==> src/hdl/qra_pkg.sv <==
// Shared types and constants of the quadrant ring allocator.
`default_nettype none
package qra_pkg;

  localparam int CounterWidthDefault = 16;
  localparam logic [4:0] MinShift = 5'd6;
  localparam logic [4:0] MaxShift = 5'd24;
  localparam logic [4:0] QuadrantShiftReset = 5'd14;
  localparam logic [11:0] StartOffsetReset = 12'd64;

  localparam logic [1:0] CfgQuadrantShift = 2'd0;
  localparam logic [1:0] CfgStartOffset = 2'd1;

  localparam logic [1:0] StatusOk = 2'd0;
  localparam logic [1:0] StatusBusy = 2'd1;
  localparam logic [1:0] StatusTooLarge = 2'd2;
  localparam logic [1:0] StatusOverflow = 2'd3;

  typedef enum logic [2:0] {
    StIdle,
    StPrep,
    StSpan,
    StWrap,
    StQuad,
    StDone
  } qra_state_e;

  typedef struct packed {
    logic load;
    logic prep;
    logic span;
    logic wrap;
    logic quad;
    logic commit;
  } qra_cmd_t;

endpackage
`default_nettype wire

==> src/hdl/qra_ctrl.sv <==
// Sequencer that steps one request through the allocator datapath.
`default_nettype none
module qra_ctrl (
  input  wire logic            clk_i,
  input  wire logic            rst_ni,
  input  wire logic            start,
  output logic                 busy,
  output qra_pkg::qra_cmd_t    cmd_o
);
  import qra_pkg::*;

  qra_state_e state_q, state_d;

  always_ff @(posedge clk_i or negedge rst_ni) begin
    if (!rst_ni) begin
      state_q <= StIdle;
    end else begin
      state_q <= state_d;
    end
  end

  always_comb begin
    state_d = state_q;
    unique case (state_q)
      StIdle: begin
        if (start) state_d = StPrep;
      end
      StPrep: state_d = StSpan;
      StSpan: state_d = StWrap;
      StWrap: state_d = StQuad;
      StQuad: state_d = StDone;
      StDone: state_d = StIdle;
      default: state_d = StIdle;
    endcase
  end

  always_comb begin
    cmd_o = '0;
    busy = 1'b1;
    unique case (state_q)
      StIdle: begin
        busy = 1'b0;
        cmd_o.load = start;
      end
      StPrep: cmd_o.prep = 1'b1;
      StSpan: cmd_o.span = 1'b1;
      StWrap: cmd_o.wrap = 1'b1;
      StQuad: cmd_o.quad = 1'b1;
      StDone: cmd_o.commit = 1'b1;
      default: busy = 1'b0;
    endcase
  end

endmodule
`default_nettype wire

==> src/hdl/qra_datapath.sv <==
// Address arithmetic, quadrant counters, configuration and result registers.
`default_nettype none
module qra_datapath #(
  parameter int COUNTER_WIDTH = qra_pkg::CounterWidthDefault
) (
  input  wire logic              clk_i,
  input  wire logic              rst_ni,
  input  wire qra_pkg::qra_cmd_t cmd_i,
  input  wire logic              cfg_valid_i,
  input  wire logic [1:0]        cfg_index_i,
  input  wire logic [11:0]       cfg_data_i,
  input  wire logic              action_i,
  input  wire logic [24:0]       request_length_i,
  input  wire logic [11:0]       align_mask_i,
  input  wire logic [7:0]        prefix_length_i,
  input  wire logic [25:0]       free_offset_i,
  output logic                   done_o,
  output logic [1:0]             status_o,
  output logic [25:0]            region_offset_o,
  output logic [26:0]            bytes_in_use_o
);
  import qra_pkg::*;

  localparam logic [COUNTER_WIDTH-1:0] CountMax = '1;
  localparam logic [COUNTER_WIDTH-1:0] CountOne = COUNTER_WIDTH'(1);

  logic [4:0]  qshift_q;
  logic [11:0] start_q;
  logic [4:0]  sh;

  logic        action_q;
  logic [24:0] len_q;
  logic [11:0] amask_q;
  logic [7:0]  prefix_q;
  logic [25:0] foff_q;

  logic [26:0] wp_q;
  logic [26:0] alloc_q;
  logic [COUNTER_WIDTH-1:0] cnt_q [4];

  logic [13:0] fit_q;
  logic [27:0] base_q;
  logic [26:0] flast_q;
  logic        big_q;
  logic [28:0] last_q;
  logic [25:0] wlast_q;
  logic [27:0] base_sel_q;
  logic [28:0] last_sel_q;
  logic [1:0]  newq_q;
  logic [1:0]  qa_q, qb_q;
  logic        a_hit_q, b_hit_q, busy_hit_q;
  logic [25:0] region_q;
  logic [26:0] wp_new_q;

  logic        done_q;
  logic [1:0]  status_q;
  logic [25:0] region_out_q;
  logic [26:0] bytes_q;

  always_comb begin
    sh = qshift_q;
    if (qshift_q < MinShift) sh = MinShift;
    if (qshift_q > MaxShift) sh = MaxShift;
  end

  always_ff @(posedge clk_i or negedge rst_ni) begin
    if (!rst_ni) begin
      qshift_q <= QuadrantShiftReset;
      start_q  <= StartOffsetReset;
    end else if (cfg_valid_i) begin
      if (cfg_index_i == CfgQuadrantShift) qshift_q <= cfg_data_i[4:0];
      if (cfg_index_i == CfgStartOffset) start_q <= cfg_data_i;
    end
  end

  always_ff @(posedge clk_i) begin
    if (cmd_i.load) begin
      action_q <= action_i;
      len_q    <= request_length_i;
      amask_q  <= align_mask_i;
      prefix_q <= prefix_length_i;
      foff_q   <= free_offset_i;
    end
  end

  logic [13:0] fit_raw;
  logic [27:0] base_raw;

  assign fit_raw  = 14'(start_q) + 14'(prefix_q) + 14'(amask_q);
  assign base_raw = {1'b0, wp_q} + 28'(prefix_q) + 28'(amask_q);

  always_ff @(posedge clk_i) begin
    if (cmd_i.prep) begin
      fit_q   <= fit_raw & ~14'(amask_q);
      base_q  <= base_raw & ~28'(amask_q);
      flast_q <= (len_q == '0) ? 27'(foff_q) : 27'(foff_q) + 27'(len_q) - 27'd1;
    end
  end

  always_ff @(posedge clk_i) begin
    if (cmd_i.span) begin
      big_q   <= (26'(fit_q) + 26'(len_q)) > (26'd1 << sh);
      last_q  <= (len_q == '0) ? 29'(base_q) : 29'(base_q) + 29'(len_q) - 29'd1;
      wlast_q <= (len_q == '0) ? 26'(fit_q) : 26'(fit_q) + 26'(len_q) - 26'd1;
    end
  end

  logic [28:0] newq_full;
  logic        wrap;

  assign newq_full = last_q >> sh;
  assign wrap      = |newq_full[28:2];

  always_ff @(posedge clk_i) begin
    if (cmd_i.wrap) begin
      base_sel_q <= wrap ? 28'(fit_q) : base_q;
      last_sel_q <= wrap ? 29'(wlast_q) : last_q;
      newq_q     <= wrap ? 2'd0 : newq_full[1:0];
    end
  end

  logic [27:0] reg_start;
  logic [1:0]  qa_alloc, qb_alloc;
  logic [26:0] prevq;
  logic        prev_valid;
  logic        new_used;
  logic [25:0] fqa;
  logic [26:0] fqb;

  always_comb begin
    reg_start  = base_sel_q - 28'(prefix_q);
    qa_alloc   = 2'(reg_start >> sh);
    qb_alloc   = 2'(last_sel_q >> sh);
    prev_valid = wp_q != '0;
    prevq      = (wp_q - 27'd1) >> sh;
    new_used   = 1'b0;
    for (int i = 0; i < 4; i++) begin
      if (newq_q == 2'(i) && cnt_q[i] != '0) new_used = 1'b1;
    end
    fqa = foff_q >> sh;
    fqb = flast_q >> sh;
  end

  always_ff @(posedge clk_i) begin
    if (cmd_i.quad) begin
      if (action_q) begin
        qa_q    <= fqa[1:0];
        qb_q    <= fqb[1:0];
        a_hit_q <= fqa < 26'd4;
        b_hit_q <= (fqb != 27'(fqa)) && (fqb < 27'd4);
      end else begin
        qa_q    <= qa_alloc;
        qb_q    <= qb_alloc;
        a_hit_q <= 1'b1;
        b_hit_q <= qa_alloc != qb_alloc;
      end
      busy_hit_q <= (!prev_valid || prevq != 27'(newq_q)) && new_used;
      region_q   <= reg_start[25:0];
      wp_new_q   <= 27'(29'(base_sel_q) + 29'(len_q));
    end
  end

  logic [3:0]  touch;
  logic        ovf;
  logic [1:0]  status_d;
  logic [25:0] total;
  logic [27:0] alloc_sum;
  logic [26:0] alloc_d;

  always_comb begin
    ovf = 1'b0;
    for (int i = 0; i < 4; i++) begin
      touch[i] = (a_hit_q && qa_q == 2'(i)) || (b_hit_q && qb_q == 2'(i));
      if (touch[i] && cnt_q[i] == CountMax) ovf = 1'b1;
    end
    priority if (action_q) status_d = StatusOk;
    else if (big_q) status_d = StatusTooLarge;
    else if (busy_hit_q) status_d = StatusBusy;
    else if (ovf) status_d = StatusOverflow;
    else status_d = StatusOk;
    total     = 26'(len_q) + 26'(prefix_q);
    alloc_sum = 28'(alloc_q) + 28'(total);
    if (action_q) begin
      alloc_d = (alloc_q > 27'(len_q)) ? alloc_q - 27'(len_q) : '0;
    end else if (status_d == StatusOk) begin
      alloc_d = alloc_sum[27] ? '1 : alloc_sum[26:0];
    end else begin
      alloc_d = alloc_q;
    end
  end

  always_ff @(posedge clk_i or negedge rst_ni) begin
    if (!rst_ni) begin
      wp_q    <= 27'(StartOffsetReset);
      alloc_q <= '0;
      for (int i = 0; i < 4; i++) cnt_q[i] <= '0;
      done_q  <= 1'b0;
    end else begin
      done_q <= cmd_i.commit;
      if (cmd_i.commit) begin
        alloc_q <= alloc_d;
        if (action_q) begin
          for (int i = 0; i < 4; i++) begin
            if (touch[i] && cnt_q[i] != '0) cnt_q[i] <= cnt_q[i] - CountOne;
          end
        end else if (status_d == StatusOk) begin
          wp_q <= wp_new_q;
          for (int i = 0; i < 4; i++) begin
            if (touch[i]) cnt_q[i] <= cnt_q[i] + CountOne;
          end
        end
      end
    end
  end

  always_ff @(posedge clk_i) begin
    if (cmd_i.commit) begin
      status_q     <= status_d;
      region_out_q <= (!action_q && status_d == StatusOk) ? region_q : '0;
      bytes_q      <= alloc_d;
    end
  end

  assign done_o          = done_q;
  assign status_o        = status_q;
  assign region_offset_o = region_out_q;
  assign bytes_in_use_o  = bytes_q;

endmodule
`default_nettype wire

==> src/hdl/quadrant_ring_allocator.sv <==
// Top level of the quadrant ring allocator: sequencer and datapath.
//
// A request is taken when start is high and busy is low. It then passes
// through five datapath steps (alignment, region end, wrap, quadrant lookup,
// commit), and its result word appears on the result ports for one cycle
// with done_o high, in the cycle after the commit; busy is already low in
// that cycle, so a new request can start while the result is shown. No new
// request is taken while an earlier one is still in these steps. The receiver
// cannot stall: a result word must be taken in the cycle that done_o marks.
// Configuration writes are always ready and should be issued only while no
// request is in flight.
`default_nettype none
module quadrant_ring_allocator #(
  parameter int COUNTER_WIDTH = qra_pkg::CounterWidthDefault
) (
  input  wire logic        clk_i,
  input  wire logic        rst_ni,
  input  wire logic        start,
  output logic             busy,
  input  wire logic        action_i,
  input  wire logic [24:0] request_length_i,
  input  wire logic [11:0] align_mask_i,
  input  wire logic [7:0]  prefix_length_i,
  input  wire logic [25:0] free_offset_i,
  output logic             done_o,
  output logic [1:0]       status_o,
  output logic [25:0]      region_offset_o,
  output logic [26:0]      bytes_in_use_o,
  input  wire logic        cfg_valid_i,
  output logic             cfg_ready_o,
  input  wire logic [1:0]  cfg_index_i,
  input  wire logic [11:0] cfg_data_i
);
  import qra_pkg::*;

  qra_cmd_t cmd;

  assign cfg_ready_o = 1'b1;

  qra_ctrl u_ctrl (
    .clk_i  (clk_i),
    .rst_ni (rst_ni),
    .start  (start),
    .busy   (busy),
    .cmd_o  (cmd)
  );

  qra_datapath #(
    .COUNTER_WIDTH (COUNTER_WIDTH)
  ) u_datapath (
    .clk_i            (clk_i),
    .rst_ni           (rst_ni),
    .cmd_i            (cmd),
    .cfg_valid_i      (cfg_valid_i),
    .cfg_index_i      (cfg_index_i),
    .cfg_data_i       (cfg_data_i),
    .action_i         (action_i),
    .request_length_i (request_length_i),
    .align_mask_i     (align_mask_i),
    .prefix_length_i  (prefix_length_i),
    .free_offset_i    (free_offset_i),
    .done_o           (done_o),
    .status_o         (status_o),
    .region_offset_o  (region_offset_o),
    .bytes_in_use_o   (bytes_in_use_o)
  );

endmodule
`default_nettype wire

==> config.mk <==
export PLATFORM = sky130hd
export DESIGN_NAME = quadrant_ring_allocator
export DESIGN_NICKNAME = d
export VERILOG_FILES = /design/src/hdl/qra_pkg.sv /design/src/hdl/qra_ctrl.sv /design/src/hdl/qra_datapath.sv /design/src/hdl/quadrant_ring_allocator.sv
export SDC_FILE = /design/constraint.sdc
export NUM_CORES = 2
export LEC_CHECK = 0
export BUFFER_PORTS_ARGS = -buffer_cell sky130_fd_sc_hd__buf_2
export CAP_MARGIN = 20
export CORE_UTILIZATION = 58
export DETAILED_ROUTE_END_ITERATION = 12
export PLACE_DENSITY_LB_ADDON = 0.25
export SLEW_MARGIN = 20
export SYNTH_ARGS = -nofsm -noshare
export SYNTH_HDL_FRONTEND = slang
export SYNTH_SLANG_ARGS = --single-unit
==> constraint.sdc <==
create_clock -name clk_i -period 6.4 [get_ports clk_i]
set_input_delay 0 -clock clk_i [delete_from_list [all_inputs] [get_ports clk_i]]
set_output_delay 0 -clock clk_i [all_outputs]
set_load 0.05 [all_outputs]
==> impl_metrics.ini <==
[run_status]
status = finished, final reports clean

[yosys]
syn_inst = 4082
synth-warning-count = 0
synth_async_sr_flop_share_pct = 28.3
synth_top_area_cell = edfxtp_1
synth_ff_type = edfxtp_1
synth_enable_flop_cells = 352
synth_area_um2 = 38700
synth.distinct_cells = 116
synth_seq_area_share_pct = 36.3
synth_top_area_share_pct = 27.3
ys_ff_latch = 491
avgSynthCellArea_um2 = 9.48
synth_area_leaders = edfxtp_1 27%, ha_1 11%, dfrtp_1 8.7%

[timing]
clock.fmax_mhz = 190
setup_viol = 0
skew_ns = 0.0418
fin_crit_sh_pct = 82.3
drv_slew = 0
tns_ns = 0
slew_headroom_pct = 21.2
worstMarginPinSlew_ns = 1.18
period_needed_ns = 5.27
setup_ws_ns = 1.13
grt_setup_unrepaired = no
hold_violations = 0

[worst_setup_path]
crit_buf_inv = 3
arrival_ns = 5.78
crit_path_max_fanout = 5
path_class = reg2reg
crit_family = compound AO/OA/AOI/OAI gates
worstSetupEndpointType = register
cp_slowest_stage_delay_ns = 0.76
startpoint_type = register
cp_common_cell = inv_1
required_ns = 6.91
crit_slowest_cell = o21ai_0
path_cells = inv_1, ha_1, inv_1, ha_1, inv_1, fa_1, nor2b_1, o21ai_0, a21oi_1, o41a_1, nor4_1, o21bai_1, o21ai_0, o21a_1, a21oi_1, or4b_2, nand3_1

[cts]
cts_tree = done
clk_pin_slew_ns = 0.06
clk-insertion-delay-late_ns = 0.65
clk_path_buf_depth = 3
clock-root-buffer = clkbuf_16
numClockSinks = 491
cts_resized = 0
cts_buffers = 57
cts-htree-levels = 2

[die]
die-area_um2 = 67800
coreArea_um2 = 65900
rows = 94
io_pins = 148
initial_core_util_pct = 58.8
die_y_um = 260
die_w_um = 260

[power]
p_leak_nw = 18.5
switching_share_pct = 46.6
p_seq_share_pct = 26.9
clock_power_share_pct = 15.6
total_power_w = 0.0235
ir_drop_uv = 362
power.internal_w = 0.0125
p_per_area_nw_per_um2 = 542
pwr-share-comb_pct = 57.5
p_switching_w = 0.0109

[detailed_routing]
viasPerCell = 6.49
antenna_left = 0
drcViolationCount = 0
wire_per_inst_um = 24.8
firstDrtPassIters = 9
num_vias = 33700
drt_iter0_markers = 3873
wl_um = 129000

[final_layout]
antenna_cells = 0
nets = 4740
area_growth_syn_to_layout_pct = 11.9
layout.cell_area.non_filler_um2 = 43300
drive_gt1_share_pct = 11.7

[global_route]
antenna_found_initial = 0
grt_pass1_wl_um = 192000
grt_start_max_net_pins = 97
grt_pass1_vias = 32000
grt_overflow = 0
grt.total_usage_pct = 37.4

[placed_design]
dpl_cell_area_um2 = 40300
pre_cts_ws_ns = 1.36
gp_congestion = 1.01
port_buffers = 146
hpwl_um = 95600

[run]
max_cap_viol_count = 0

[min_path]
hp-class = in2reg
-- worst reg2reg max path, delay by kind of cell, from the launching register on --
family / cells / cell delay [ns]
AND/OR/NAND/NOR: 4 / 1.36
flip-flops: 1 / 0.50
buffers and inverters: 3 / 0.36
AO/OA/AOI/OAI: 7 / 2.27
adder cells (fa/ha/maj): 3 / 0.64
-- flip-flops by register name, summed over array words and instances (netlist names), 14 cells and up --
register	cells
u_datapath.alloc_q	27
u_datapath.base_q	28
u_datapath.base_sel_q	27
u_datapath.bytes_in_use_o	27
u_datapath.cnt_q	64
u_datapath.fit_q	14
u_datapath.flast_q	23
u_datapath.foff_q	26
u_datapath.last_q	29
u_datapath.last_sel_q	21
u_datapath.len_q	25
u_datapath.region_offset_o	26
u_datapath.region_q	26
u_datapath.wlast_q	20
u_datapath.wp_new_q	27
u_datapath.wp_q	27
-- Yosys cell counts (all sizes together) (90+ instances only) --
cell type	n
a21oi	268
dfrtp	134
nand3	102
nand2	318
mux2i	93
a21o	102
ha	337
nor3	102
inv	316
clkbuf	90
xnor2	192
mux2	112
edfxtp	352
o21ai	244
nor2	285
-- cells in the final DEF (no fill, tap or decap), drive strengths merged, types with 22 or more instances in the layout --
cell type    count
o22ai           22
a21o           102
and3            47
o21ai          244
nand4           50
nand3          102
a31oi           41
nor3           102
nor2b           42
nor2           285
a211o           25
or3             33
a211oi          47
o21bai          34
xor2            81
ha             337
buf            202
nand2          318
nor4            53
o21a            41
o211ai          32
nand2b          40
mux2i           93
a22oi           22
mux2           112
xnor2          192
dlygate4sd3     89
clkbuf          71
inv            320
dfrtp          134
and2            37
edfxtp         352
fa              29
a21oi          268
-- metrics by stage --
| step | std cells | hold slack (ns) | utilization, % |
|---|---|---|---|
| 6_report | 5197 | 0.0644 | 65.8 |
| 5_1_grt | 5197 | 0.0503 | 65.8 |
| 4_1_cts | 5195 | 0.0309 | 65.7 |
| 3_5_place_dp | 4999 | 0.178 | 61.2 |
| 3_3_place_gp | 4999 | 0.176 | 61.2 |
| 2_1_floorplan | 4089 | -0.296 | - |
-- path summary, 6_finish.rpt --
path / startpoint / end / slack [ns] / depth (start not counted)
max in group asynchronous: rst_ni / u_datapath.qshift_q[4] / 4.69 / 4
max reg2reg: u_datapath.len_q[0] / u_datapath.last_q[25] / 1.13 / 17
min: request_length_i[4] / u_datapath.len_q[4] / 0.06 / 2
min reg2reg: u_datapath.wp_new_q[0] / u_datapath.wp_q[0] / 0.46 / 2
max: u_datapath.len_q[0] / u_datapath.last_q[25] / 1.13 / 17
min in group asynchronous: rst_ni / u_datapath.cnt_q[57] / 0.42 / 3
-- timing repair --
item | CTS | global route
endpoints found under the hold margin | 201 | 49
setup buffers | 0 | 0
hold buffers | 88 | 1
-- layout make-up --
cell class	count	area, µm²
clock inverter	37	513
inverter	318	1190
timing repair buffer	291	2080
tap	864	1080
clock buffer	71	1590
fill	5408	22600
multi-input combinational	3125	22800
sequential	491	14100
-- power groups by stage --
stage | Clock, W | Sequential, W | Combinational (W)
detailed placement | 0 | 0.00629 | 0.0130
finish | 0.00365 | 0.00632 | 0.0135
floorplan | 0 | 0.00579 | 0.00989
CTS | 0.00368 | 0.00624 | 0.0132
global placement | 0 | 0.00628 | 0.0129
global route | 0.00379 | 0.00637 | 0.0147
-- cell families after synthesis --
| family | Yosys count | synth area share (%) |
|---|---|---|
| other | 2 | 0.0194 |
| and+or+nand+nor | 1197 | 15.4 |
| adders and majority gates | 366 | 12.4 |
| AOI/OAI and AO/OA | 1064 | 18.1 |
| DFF | 491 | 36.3 |
| xor gates and xnor gates | 273 | 6.18 |
| buffers and inverters | 473 | 5.06 |
| muxes | 216 | 6.60 |
-- layer usage --
metal  up-vias  global-route usage (%)  share of wire [%]
met5         -                       0                  0
met4         0                    23.0                6.9
met3       399                    5.85                8.9
met2      1783                    58.2                 44
met1     16100                    49.0                 40
li1      15400                       -                  -
(Power assumes the default switching activity.)
